--- src/rtl/core/message_slot_pool_with_flow_queues_defines.svh ---
// Assertion macros for the message slot pool.
`ifndef MESSAGE_SLOT_POOL_WITH_FLOW_QUEUES_DEFINES_SVH
`define MESSAGE_SLOT_POOL_WITH_FLOW_QUEUES_DEFINES_SVH

// Property checked only outside reset
`define MSPQ_CHECK(label, prop) \
   label: assert property (@(posedge clock) disable iff (reset) prop) \
      else $error("slot pool check failed");

// Property that also holds across reset
`define MSPQ_CHECK_RST(label, prop) \
   label: assert property (@(posedge clock) prop) \
      else $error("slot pool reset check failed");

`endif

--- src/rtl/core/mspq_pkg.sv ---
// Shared types and request codes for the message slot pool.
package mspq_pkg;

   localparam int SLOT_W = 4;
   localparam int REQ_W  = 3;
   localparam int FLOW_W = 3;

   // Request codes
   localparam logic [REQ_W-1:0] REQ_QUERY     = 3'd0;
   localparam logic [REQ_W-1:0] REQ_ALLOC     = 3'd1;
   localparam logic [REQ_W-1:0] REQ_RELEASE   = 3'd2;
   localparam logic [REQ_W-1:0] REQ_PUSH_OUT  = 3'd3;
   localparam logic [REQ_W-1:0] REQ_POP_OUT   = 3'd4;
   localparam logic [REQ_W-1:0] REQ_FLUSH_OUT = 3'd5;
   localparam logic [REQ_W-1:0] REQ_PUSH_FLOW = 3'd6;
   localparam logic [REQ_W-1:0] REQ_POP_FLOW  = 3'd7;

   typedef struct packed {
      logic [REQ_W-1:0]  req_type;
      logic [SLOT_W-1:0] slot;
      logic [FLOW_W-1:0] flow;
   } mspq_req_type;

   typedef struct packed {
      logic              alloc_ok;
      logic [SLOT_W-1:0] alloc_slot;
      logic              push_dropped;
      logic              out_pending;
      logic [SLOT_W-1:0] out_head;
      logic              flow_pending;
      logic [SLOT_W-1:0] flow_head;
   } mspq_rsp_type;

   // Queue command for one step
   typedef struct packed {
      logic push;
      logic pop;
      logic flush;
   } mspq_qcmd_type;

   // Queue status: before the step and after it
   typedef struct packed {
      logic              full;
      logic              pending;
      logic [SLOT_W-1:0] head;
      logic              pending_next;
      logic [SLOT_W-1:0] head_next;
   } mspq_qstat_type;

   // Free map request for one step
   typedef struct packed {
      logic              alloc;
      logic              free_en;
      logic [SLOT_W-1:0] free_slot;
   } mspq_pool_req_type;

endpackage

--- src/rtl/core/mspq_queue.sv ---
// Slot index FIFO: head register in front of a ring memory with look-ahead read.
module mspq_queue #(
   parameter int DEPTH = 16
) (
   input  logic                       clock,
   input  logic                       reset,
   input  mspq_pkg::mspq_qcmd_type    cmd,
   input  logic [mspq_pkg::SLOT_W-1:0] push_slot,
   output mspq_pkg::mspq_qstat_type   stat
);
   import mspq_pkg::*;

   localparam int AW = (DEPTH > 1) ? $clog2(DEPTH) : 1;
   localparam int CW = $clog2(DEPTH + 1);

   logic [CW-1:0]     count_ff, count_in;
   logic [SLOT_W-1:0] head_ff, head_in;
   logic [AW-1:0]     mrd_ff, mrd_in;
   logic [AW-1:0]     mwr_ff, mwr_in;
   logic [SLOT_W-1:0] rdata_ff;
   logic [SLOT_W-1:0] mem [DEPTH];
   logic              wr_en;
   logic              empty;
   logic              full;

   function automatic logic [AW-1:0] ptr_inc(input logic [AW-1:0] p);
      return (p == AW'(DEPTH - 1)) ? '0 : p + AW'(1);
   endfunction

   assign empty = (count_ff == '0);
   assign full  = (count_ff == CW'(DEPTH));

   // Next state: entries behind the head live in the memory
   always_comb begin
      count_in = count_ff;
      head_in  = head_ff;
      mrd_in   = mrd_ff;
      mwr_in   = mwr_ff;
      wr_en    = 1'b0;
      if (cmd.flush) begin
         count_in = '0;
         mrd_in   = mwr_ff;
      end else if (cmd.push && !full) begin
         count_in = count_ff + CW'(1);
         if (empty) begin
            head_in = push_slot;
         end else begin
            wr_en  = 1'b1;
            mwr_in = ptr_inc(mwr_ff);
         end
      end else if (cmd.pop && !empty) begin
         count_in = count_ff - CW'(1);
         if (count_ff > CW'(1)) begin
            head_in = rdata_ff;
            mrd_in  = ptr_inc(mrd_ff);
         end
      end
   end

   // Status before and after the step
   always_comb begin
      stat.full         = full;
      stat.pending      = !empty;
      stat.head         = head_ff;
      stat.pending_next = (count_in != '0);
      stat.head_next    = (count_in != '0) ? head_in : '0;
   end

   // Control registers
   always_ff @(posedge clock) begin
      if (reset) begin
         count_ff <= '0;
         mrd_ff   <= '0;
         mwr_ff   <= '0;
      end else begin
         count_ff <= count_in;
         mrd_ff   <= mrd_in;
         mwr_ff   <= mwr_in;
      end
   end

   // Head register
   always_ff @(posedge clock) begin
      head_ff <= head_in;
   end

   // Ring memory; read data tracks the oldest stored entry, write bypassed
   always_ff @(posedge clock) begin
      if (wr_en) begin
         mem[mwr_ff] <= push_slot;
      end
      if (wr_en && (mwr_ff == mrd_in)) begin
         rdata_ff <= push_slot;
      end else begin
         rdata_ff <= mem[mrd_in];
      end
   end

endmodule

--- src/rtl/core/mspq_pool.sv ---
// Free map of the slot pool with lowest-free-slot allocation.
module mspq_pool #(
   parameter int POOL_SLOTS = 16
) (
   input  logic                          clock,
   input  logic                          reset,
   input  mspq_pkg::mspq_pool_req_type   req,
   output logic                          alloc_ok,
   output logic [mspq_pkg::SLOT_W-1:0]   alloc_slot
);
   import mspq_pkg::*;

   localparam int SW = (POOL_SLOTS > 1) ? $clog2(POOL_SLOTS) : 1;

   logic [POOL_SLOTS-1:0] free_map_ff, free_map_in;
   logic [POOL_SLOTS-1:0] lowest;
   logic [POOL_SLOTS-1:0] free_vec;
   logic [SW-1:0]         idx;
   logic                  any_free;

   // Isolate the lowest free slot and encode it
   always_comb begin
      any_free = |free_map_ff;
      lowest   = free_map_ff & (~free_map_ff + POOL_SLOTS'(1));
      idx      = '0;
      for (int i = 0; i < POOL_SLOTS; i++) begin
         if (lowest[i]) begin
            idx = idx | SW'(i);
         end
      end
   end

   assign alloc_ok   = req.alloc && any_free;
   assign alloc_slot = alloc_ok ? SLOT_W'(idx) : '0;

   // Slot returned by release or by a queue pop; out-of-range frees nothing
   always_comb begin
      for (int i = 0; i < POOL_SLOTS; i++) begin
         free_vec[i] = req.free_en && (int'(req.free_slot) == i);
      end
   end

   always_comb begin
      free_map_in = free_map_ff | free_vec;
      if (alloc_ok) begin
         free_map_in = free_map_ff & ~lowest;
      end
   end

   always_ff @(posedge clock) begin
      if (reset) begin
         free_map_ff <= '1;
      end else begin
         free_map_ff <= free_map_in;
      end
   end

endmodule

--- src/rtl/core/message_slot_pool_with_flow_queues.sv ---
// Top level of the message slot pool with output and per-flow queues.
// Takes one request item per cycle and presents one result item per request: the item
// is registered on entry, the free map and all queues are updated in a single pass, and
// the result is registered on exit. A result held by the receiver stalls the input once
// the entry register is also occupied. Each queue keeps its head slot in a register and
// reads the next entry ahead from its ring memory, so back-to-back pops run at full rate;
// the lowest-free-slot search is one priority encoder over the free map. Reported queue
// state is that after the request.
`include "message_slot_pool_with_flow_queues_defines.svh"

module message_slot_pool_with_flow_queues #(
   parameter int POOL_SLOTS = 16,
   parameter int OUT_DEPTH  = 16,
   parameter int FLOW_DEPTH = 16,
   parameter int FLOW_COUNT = 4
) (
   input  logic                   clock,
   input  logic                   reset,
   input  logic                   req_valid,
   output logic                   req_ready,
   input  mspq_pkg::mspq_req_type req_data,
   output logic                   rsp_valid,
   input  logic                   rsp_ready,
   output mspq_pkg::mspq_rsp_type rsp_data
);
   import mspq_pkg::*;

   logic              in_valid_ff;
   mspq_req_type      in_item_ff;
   logic              rsp_valid_ff;
   mspq_rsp_type      rsp_item_ff, rsp_item_in;
   logic              fire;
   logic              flow_ok;
   logic [FLOW_COUNT-1:0] flow_sel;

   mspq_qcmd_type     out_cmd;
   mspq_qstat_type    out_stat;
   mspq_qcmd_type     flow_cmd  [FLOW_COUNT];
   mspq_qstat_type    flow_stat [FLOW_COUNT];
   mspq_qstat_type    sel_stat;
   mspq_pool_req_type pool_req;
   logic              alloc_ok;
   logic [SLOT_W-1:0] alloc_slot;

   // Handshake: process when the result register is free or being drained
   assign fire      = in_valid_ff && (!rsp_valid_ff || rsp_ready);
   assign req_ready = !in_valid_ff || fire;
   assign rsp_valid = rsp_valid_ff;
   assign rsp_data  = rsp_item_ff;

   // Flow decode
   always_comb begin
      flow_ok = (int'(in_item_ff.flow) < FLOW_COUNT);
      for (int g = 0; g < FLOW_COUNT; g++) begin
         flow_sel[g] = (int'(in_item_ff.flow) == g);
      end
   end

   // Selected flow status
   always_comb begin
      sel_stat = '0;
      for (int g = 0; g < FLOW_COUNT; g++) begin
         if (flow_sel[g]) begin
            sel_stat = flow_stat[g];
         end
      end
   end

   // Queue commands
   always_comb begin
      out_cmd.push  = fire && (in_item_ff.req_type == REQ_PUSH_OUT);
      out_cmd.pop   = fire && (in_item_ff.req_type == REQ_POP_OUT);
      out_cmd.flush = fire && (in_item_ff.req_type == REQ_FLUSH_OUT);
      for (int g = 0; g < FLOW_COUNT; g++) begin
         flow_cmd[g].push  = fire && flow_sel[g] && (in_item_ff.req_type == REQ_PUSH_FLOW);
         flow_cmd[g].pop   = fire && flow_sel[g] && (in_item_ff.req_type == REQ_POP_FLOW);
         flow_cmd[g].flush = 1'b0;
      end
   end

   // Free map request: allocate, release, or free a popped head slot
   always_comb begin
      pool_req           = '0;
      pool_req.free_slot = in_item_ff.slot;
      if (fire) begin
         case (in_item_ff.req_type)
            REQ_ALLOC: begin
               pool_req.alloc = 1'b1;
            end
            REQ_RELEASE: begin
               pool_req.free_en = 1'b1;
            end
            REQ_POP_OUT: begin
               pool_req.free_en   = out_stat.pending;
               pool_req.free_slot = out_stat.head;
            end
            REQ_POP_FLOW: begin
               pool_req.free_en   = flow_ok && sel_stat.pending;
               pool_req.free_slot = sel_stat.head;
            end
            default: begin
               pool_req.alloc = 1'b0;
            end
         endcase
      end
   end

   mspq_pool #(
      .POOL_SLOTS(POOL_SLOTS)
   ) u_pool (
      .clock     (clock),
      .reset     (reset),
      .req       (pool_req),
      .alloc_ok  (alloc_ok),
      .alloc_slot(alloc_slot)
   );

   mspq_queue #(
      .DEPTH(OUT_DEPTH)
   ) u_out_queue (
      .clock    (clock),
      .reset    (reset),
      .cmd      (out_cmd),
      .push_slot(in_item_ff.slot),
      .stat     (out_stat)
   );

   for (genvar g = 0; g < FLOW_COUNT; g++) begin : g_flow
      mspq_queue #(
         .DEPTH(FLOW_DEPTH)
      ) u_flow_queue (
         .clock    (clock),
         .reset    (reset),
         .cmd      (flow_cmd[g]),
         .push_slot(in_item_ff.slot),
         .stat     (flow_stat[g])
      );
   end

   // Result item
   always_comb begin
      rsp_item_in.alloc_ok     = alloc_ok;
      rsp_item_in.alloc_slot   = alloc_slot;
      rsp_item_in.push_dropped =
         ((in_item_ff.req_type == REQ_PUSH_OUT) && out_stat.full) ||
         ((in_item_ff.req_type == REQ_PUSH_FLOW) && flow_ok && sel_stat.full);
      rsp_item_in.out_pending  = out_stat.pending_next;
      rsp_item_in.out_head     = out_stat.head_next;
      rsp_item_in.flow_pending = flow_ok && sel_stat.pending_next;
      rsp_item_in.flow_head    = flow_ok ? sel_stat.head_next : '0;
   end

   // Valid flags
   always_ff @(posedge clock) begin
      if (reset) begin
         in_valid_ff  <= 1'b0;
         rsp_valid_ff <= 1'b0;
      end else begin
         if (req_ready) begin
            in_valid_ff <= req_valid;
         end
         if (fire) begin
            rsp_valid_ff <= 1'b1;
         end else if (rsp_ready) begin
            rsp_valid_ff <= 1'b0;
         end
      end
   end

   // Payload registers
   always_ff @(posedge clock) begin
      if (req_valid && req_ready) begin
         in_item_ff <= req_data;
      end
      if (fire) begin
         rsp_item_ff <= rsp_item_in;
      end
   end

   // Checks
   `MSPQ_CHECK(a_fire_gives_result, fire |=> rsp_valid)
   `MSPQ_CHECK(a_alloc_only_on_alloc,
      (fire && (in_item_ff.req_type != REQ_ALLOC)) |=> !rsp_data.alloc_ok)
   `MSPQ_CHECK(a_flush_empties_out,
      (fire && (in_item_ff.req_type == REQ_FLUSH_OUT)) |=> !rsp_data.out_pending)
   `MSPQ_CHECK_RST(a_reset_clears_result, reset |=> !rsp_valid)

endmodule
--- config.mk ---
export PLATFORM = sky130hd
export DESIGN_NAME = message_slot_pool_with_flow_queues
export DESIGN_NICKNAME = d
export VERILOG_FILES = /design/src/rtl/core/mspq_pkg.sv /design/src/rtl/core/mspq_queue.sv /design/src/rtl/core/mspq_pool.sv /design/src/rtl/core/message_slot_pool_with_flow_queues.sv
export VERILOG_INCLUDE_DIRS = /design/src /design/src/rtl/core
export SDC_FILE = /design/constraint.sdc
export NUM_CORES = 1
export LEC_CHECK = 0
export BUFFER_PORTS_ARGS = -buffer_cell sky130_fd_sc_hd__buf_2
export CORE_UTILIZATION = 57
export CTS_CLUSTER_DIAMETER = 150
export DETAILED_ROUTE_END_ITERATION = 8
export GPL_ROUTABILITY_DRIVEN = 1
export PLACE_DENSITY = 0.84
export REMOVE_ABC_BUFFERS = 1
export SYNTH_ARGS = -nofsm -noshare
export SYNTH_HDL_FRONTEND = slang
export SYNTH_SLANG_ARGS = --single-unit
--- constraint.sdc ---
create_clock -name clock -period 2.95 [get_ports clock]
set_clock_uncertainty 0.15 [all_clocks]
set_input_delay 0.295 -clock clock [delete_from_list [all_inputs] [get_ports clock]]
set_output_delay 0.295 -clock clock [all_outputs]
set_load 0.005 [all_outputs]
## After elaboration in Yosys (flattened, before gate mapping)

Memories as Yosys holds them, arrays and structs flattened. A register that Yosys moved wholly into a read port is not among the register bits.
Index checks and enable logic that the tools add are counted.

| storage, ports and cells | value |
|---|---|
| bits in registers | 129 |
| latch bits | 0 |
| bits in writable memories | 320 |
| bits in read-only memories | 0 |
| input port bits | 14 |
| output and inout port bits | 18 |
| word-level logic and storage cells | 308 |
| memories | 5 |

Memories:

| name | depth | bits a word | rd ports | clocked after memory_dff | wr ports | line | text |
|---|---|---|---|---|---|---|---|
| g_flow[0].u_flow_queue.mem | 16 | 4 | 1 | 1 | 1 | mspq_queue.sv:21 | `logic [SLOT_W-1:0] mem [DEPTH];` |
| g_flow[1].u_flow_queue.mem | 16 | 4 | 1 | 1 | 1 | mspq_queue.sv:21 |  |
| g_flow[2].u_flow_queue.mem | 16 | 4 | 1 | 1 | 1 | mspq_queue.sv:21 |  |
| g_flow[3].u_flow_queue.mem | 16 | 4 | 1 | 1 | 1 | mspq_queue.sv:21 |  |
| u_out_queue.mem | 16 | 4 | 1 | 1 | 1 | mspq_queue.sv:21 |  |

| cells by class | value |
|---|---|
| add/subtract/negate cells | 21 |
| multipliers | 0 |
| div/mod/pow operators | 0 |
| magnitude comparators | 6 |
| equality and inequality tests | 40 |
| shifts and indexed selects | 0 |
| mux-type cells | 109 |
| bitwise gates (word level) | 11 |
| reduce and logical (&&, ||, !) cells | 83 |

Operators with widths:

| kind | number |
|---|---|
| $mux W4 | 59 |
| $eq A4 B4 Y1 const B | 18 |
| $mux W5 | 11 |
| $logic_and A1 B1 Y1 | 49 |
| $mux W11 | 4 |
| $add A4 B1 Y4 const B | 10 |
| $and A16 B16 Y16 | 2 |
| $not A16 Y16 | 2 |
| $add A5 B1 Y5 const B | 5 |
| $eq A5 B5 Y1 const B | 5 |
| $gt A5 B1 Y1 const B | 5 |
| $logic_not A5 Y1 | 5 |
| $mux W1 | 25 |
| $reduce_bool A5 Y1 | 5 |
| $sub A5 B1 Y5 const B | 5 |
| $eq A3 B3 Y1 const B | 6 |
| $add A16 B1 Y16 const B | 1 |
| $eq A4 B3 Y1 const B | 4 |
| $mux W16 | 1 |
| $or A16 B16 Y16 | 1 |
| $reduce_or A16 Y1 | 1 |
| $logic_not A1 Y1 | 12 |
| $mux W3 | 4 |
| $eq A3 B2 Y1 const B | 3 |
| other kinds (15) | 27 |

## Depth between registers and ports, before layout

| logic depth | value |
|---|---|
| word-level depth | 21 |
| depth in mapped cells | 11 |
| depth with buffers taken out | 10 |

## By module

A second synthesis with hierarchy kept.

| unflattened totals | value |
|---|---|
| cells, all modules | 1643 |
| area total of the unflattened synthesis | 21882.2 um^2 |

Modules (own cells, without submodules):

| module | times used | cells each | area an instance (um^2) | sequential area each (um^2) |
|---|---|---|---|---|
| mspq_queue (g_flow[3].u_flow_queue ...) | 2 | 280 | 3854.9 | 2342.2 |
| mspq_queue (g_flow[1].u_flow_queue) | 1 | 278 | 3983.8 | 2342.2 |
| mspq_queue (g_flow[0].u_flow_queue) | 1 | 293 | 3897.5 | 2342.2 |
| mspq_queue (g_flow[2].u_flow_queue) | 1 | 281 | 3858.7 | 2342.2 |
| message_slot_pool_with_flow_queues | 1 | 110 | 1470.2 | 820.8 |
| mspq_pool | 1 | 121 | 962.2 | 320.3 |

## Worst setup path before layout

OpenSTA, ideal clock, no wires.

| path | value |
|---|---|
| kind | register to register |
| from | register g_flow[3].u_flow_queue.count_ff[0] |
| to | register rsp_item_ff, in the netlist rsp_data[4] (data pin) |
| setup time | 0.272 ns |
| arrival time | 2.467 ns |
| data required time | 2.528 ns |
| slack | 0.061 ns |
| stages on the path, launching flop included | 10 |
| path buffers | 0 |
| clock period less this slack | 2.889 ns |
| cell sequence | dfxtp_1 inv_1 ha_1 nor4b_1 or4_1 o32ai_1 xor2_1 a21oi_1 a31oi_1 or4b_1 |

RTL lines:

| element | line | text |
|---|---|---|
| start: declaration | mspq_queue.sv:16 | `logic [CW-1:0] count_ff, count_in;` |
| start signal: assignment | mspq_queue.sv:76 | `count_ff <= count_in;` |
| end signal: assignment | message_slot_pool_with_flow_queues.sv:176 | `rsp_item_ff <= rsp_item_in;` |
| end: declaration | message_slot_pool_with_flow_queues.sv:31 | `mspq_rsp_type rsp_item_ff, rsp_item_in;` |

==> impl_results.md <==
- Outcome: complete, no violations
- DIE AREA: around 0.036 mm^2
- Comb power frac: around 4%
- P&R area growth vs syn: 15.3%
- Tot Pwr: 0.0134 W
- HPWL after DPL: just over 30000 um
- Core area: between 0.03 and 0.04 mm^2
- CTS Buffer Depth: 3
- DRT Pass-1 Iters: 6
- Worst Path Max Fanout: 7
- Ys Warns: 0
- Initial core utilization: around three fifths
- P_sw: approximately 0.0029 W
- Setup TNS: 0 ns
- Worst vdd ir: 0.570 mV
- Slew HR: between 20% and 30%
- Critical path endpoint category: flop
- Wire per inst: approximately 23 um
- Syn Std Cell Area: slightly above 0.02 mm^2
- Commonest non-fill, non-tap cell in the layout: edfxtp_1
- Largest net degree at the start of global routing: slightly above 60
- Inst Count DP: between 1500 and 2000
- Clock sinks: approximately 470
- Grt peak-use layer: met2
- Remaining Overflow, GRT: 0
- Seq/Total Area, Yosys: between 60% and 70%
- Pwr dens: approximately 570 mW/mm^2
- Die width: 190 um
- Initial antenna violation count: 1
- Final Util: 67.0%
- Fin cells: about 2100
- CTS tree: yes
- CTS root buf: clkbuf_16
- Met2 Resource Use GR: 43.8%
- Flops & latches, synth: about 470
- Hold Vio Cnt, Final: 0
- Number of synthesized flops with an enable pin: 346
- Worst Hold Class: input pin to flop
- Clk pwr share: approximately two fifths
- CTS clk-pin slew, worst paths: ~0.07 ns
- Io pins: 32
- Distinct cells, synth: 85
- Synth top area cells: edfxtp_1 51%, dfxtp_1 12%, mux4_2 11%, nor2_1 2.9%, ha_1 2.7%
- Via Count: roughly 13000
- Total GRT Usage: 26.1%
- Flop pwr share: 54.2%
- Mean Syn Cell Area: approximately 14 um^2
- Worst slew pin tran: approximately 1.2 ns
- Async set-reset flop share out of synthesis: 0%
- Fin crit share: ~100%
- Unrepaired setup endpoints after global routing: yes
- Cell taking the most area after synthesis: edfxtp_1
- Final setup violating endpoints: 0
- ANT nets after route: 0
- Htree depth: 2
- Arr. time, crit path: 3.09 ns
- Fin crit period: about 3 ns
- Leakage: a little under 8 nW
- GR Util met1: 34.9%
- Switching share of total power: between 20 and 25%
- Critical setup path kind: flop to flop
- Drt initial violations: between 1000 and 1500
- Clock Latency Late Sink: 0.57 ns
- Layout cell share with drive strength beyond 1: approximately a quarter
- Max-slew violation count: 0
- Final nets: ~1600
- Routed wire length: approximately 46000 um
- WHS: roughly 0.19 ns
- Ant. Diodes: 0
- Critical Path Source Type: flop
- Leading register cell type out of synthesis: edfxtp_1
- Rows: 68
- GP Congestion: 0.910
- CTS Buf Count: 45
- Post-route DRC: 0
- Met3 GRT Util: 3.95%
- Commonest cells after routing, fill and taps aside: 346 x edfxtp_1, 154 x nor2_1, 121 x dfxtp_1
- WP data required: 3.10 ns
- Share of the synthesized area in the top cell type: just over 50%
- Die Y: between 150 and 200 um
- Max Cap Viol: 0
- Synthesized instance count: approximately 1400
- Via density: between 6 and 7
- Internal power: about 0.010 W
- Via count of the first global-routing pass: approximately 13000
- Buffers added on ports: 31
- Maximum clock rate: approximately 0.34 GHz
- First-pass GRT wire length: about 70000 um
registers in the layout, indices dropped and copies added, names as in the netlist, named ones only:
register and flops:
g_flow.u_flow_queue.head_ff 16, u_pool.free_map_ff 16, g_flow.u_flow_queue.count_ff 20, in_valid_ff 1, u_out_queue.mrd_ff 4, rsp_valid 1, in_item_ff 10, u_out_queue.mwr_ff 4
g_flow.u_flow_queue.mem 256, g_flow.u_flow_queue.mwr_ff 16, u_out_queue.head_ff 4, rsp_data 16, u_out_queue.mem 64, u_out_queue.count_ff 5, g_flow.u_flow_queue.mrd_ff 16
timing repair:
item	4_1_cts	5_1_grt
setup buffers	0	7
pin swaps	0	8
cloned	0	0
endpoints found under the hold margin	11	0
endpoints found under the setup margin	1	25
hold buffers	12	0
resized for setup	1	24
path summary, 6_finish.rpt:
kind / startpoint / to / slack [ns] / cells past startpoint
hold reg to reg: u_pool.free_map_ff[10] / u_pool.free_map_ff[10] / 0.35 / 2
hold / removal: rsp_ready / rsp_valid / 0.19 / 3
setup / recovery: in_item_ff[1] / rsp_data[4] / 0.008 / 8
setup reg to reg: in_item_ff[1] / rsp_data[4] / 0.008 / 8
layout make-up:
type | instances | area (um^2)
Clock buffer | 50 | 1170
Clock inverter | 33 | 255
Fill cell | 2221 | 11400
Tap cell | 455 | 569
Sequential cell | 469 | 12900
Timing Repair Buffer | 163 | 1240
Inverter | 33 | 126
Multi-Input combinational cell | 854 | 7050
worst max-delay path, stage by stage (launching register included):
cell	delay, ns
edfxtp_1	0.48
or3b_4	0.46
nor4_4	0.33
buf_4	0.17
nand4_1	0.13
o41ai_2	0.09
xnor2_1	0.20
a41oi_2	0.17
or4b_1	0.51
logic make-up (layout without fill, tap and decap cells):
logic type	count (synthesis)	count (layout)	synth area share, %
AND/OR/NAND/NOR	471	471	11.9
flip-flops	469	469	63.7
AO/OA/AOI/OAI	194	194	6.54
multiplexers	113	113	11.9
buffers and inverters	89	279	1.87
adder cells (fa/ha/maj)	44	44	2.73
XOR/XNOR	32	32	1.39
synthesized netlist by cell type (all sizes together), types with 7 or more instances:
| library cell | instances |
|---|---|
| xnor2 | 17 |
| ha | 44 |
| nand3 | 35 |
| or3 | 7 |
| xor2 | 15 |
| a211oi | 8 |
| mux4 | 101 |
| buf | 18 |
| o31ai | 9 |
| o211ai | 7 |
| and3 | 11 |
| nand4 | 13 |
| dfxtp | 123 |
| a311oi | 7 |
| o21ai | 37 |
| mux2i | 8 |
| clkbuf | 38 |
| nand2 | 92 |
| and2 | 46 |
| nor3 | 49 |
| a31oi | 8 |
| nor2 | 155 |
| edfxtp | 346 |
| a21oi | 49 |
| inv | 33 |
| nand2b | 16 |
| a221oi | 12 |
| o22ai | 16 |
metal layers:
layer	share of wire [%]	vias to the layer above
met5	0	-
met4	2.7	0
met3	7.3	104
met2	50	632
met1	40	6418
li1	-	5734
power by group through the flow:
| stage | Combinational [W] | Clock [W] | Sequential (W) |
|---|---|---|---|
| 2_1_floorplan | 0.000228 | 0 | 0.00740 |
| 3_3_place_gp | 0.000473 | 0 | 0.00738 |
| 3_5_place_dp | 0.000494 | 0 | 0.00738 |
| 4_1_cts | 0.000511 | 0.00564 | 0.00724 |
| 5_1_grt | 0.000566 | 0.00588 | 0.00724 |
| 6_report | 0.000528 | 0.00559 | 0.00724 |
through the flow:
step | worst slack [ns] | instance area (um^2)
3_5_place_dp | 0.0568 | 21600
4_1_cts | 0.0352 | 23100
3_3_place_gp | 0.124 | 21600
6_report | 0.00774 | 23300
2_1_floorplan | -0.0110 | 19900
5_1_grt | -0.0296 | 23300
Note: power is estimated with default switching activity, not from simulation.
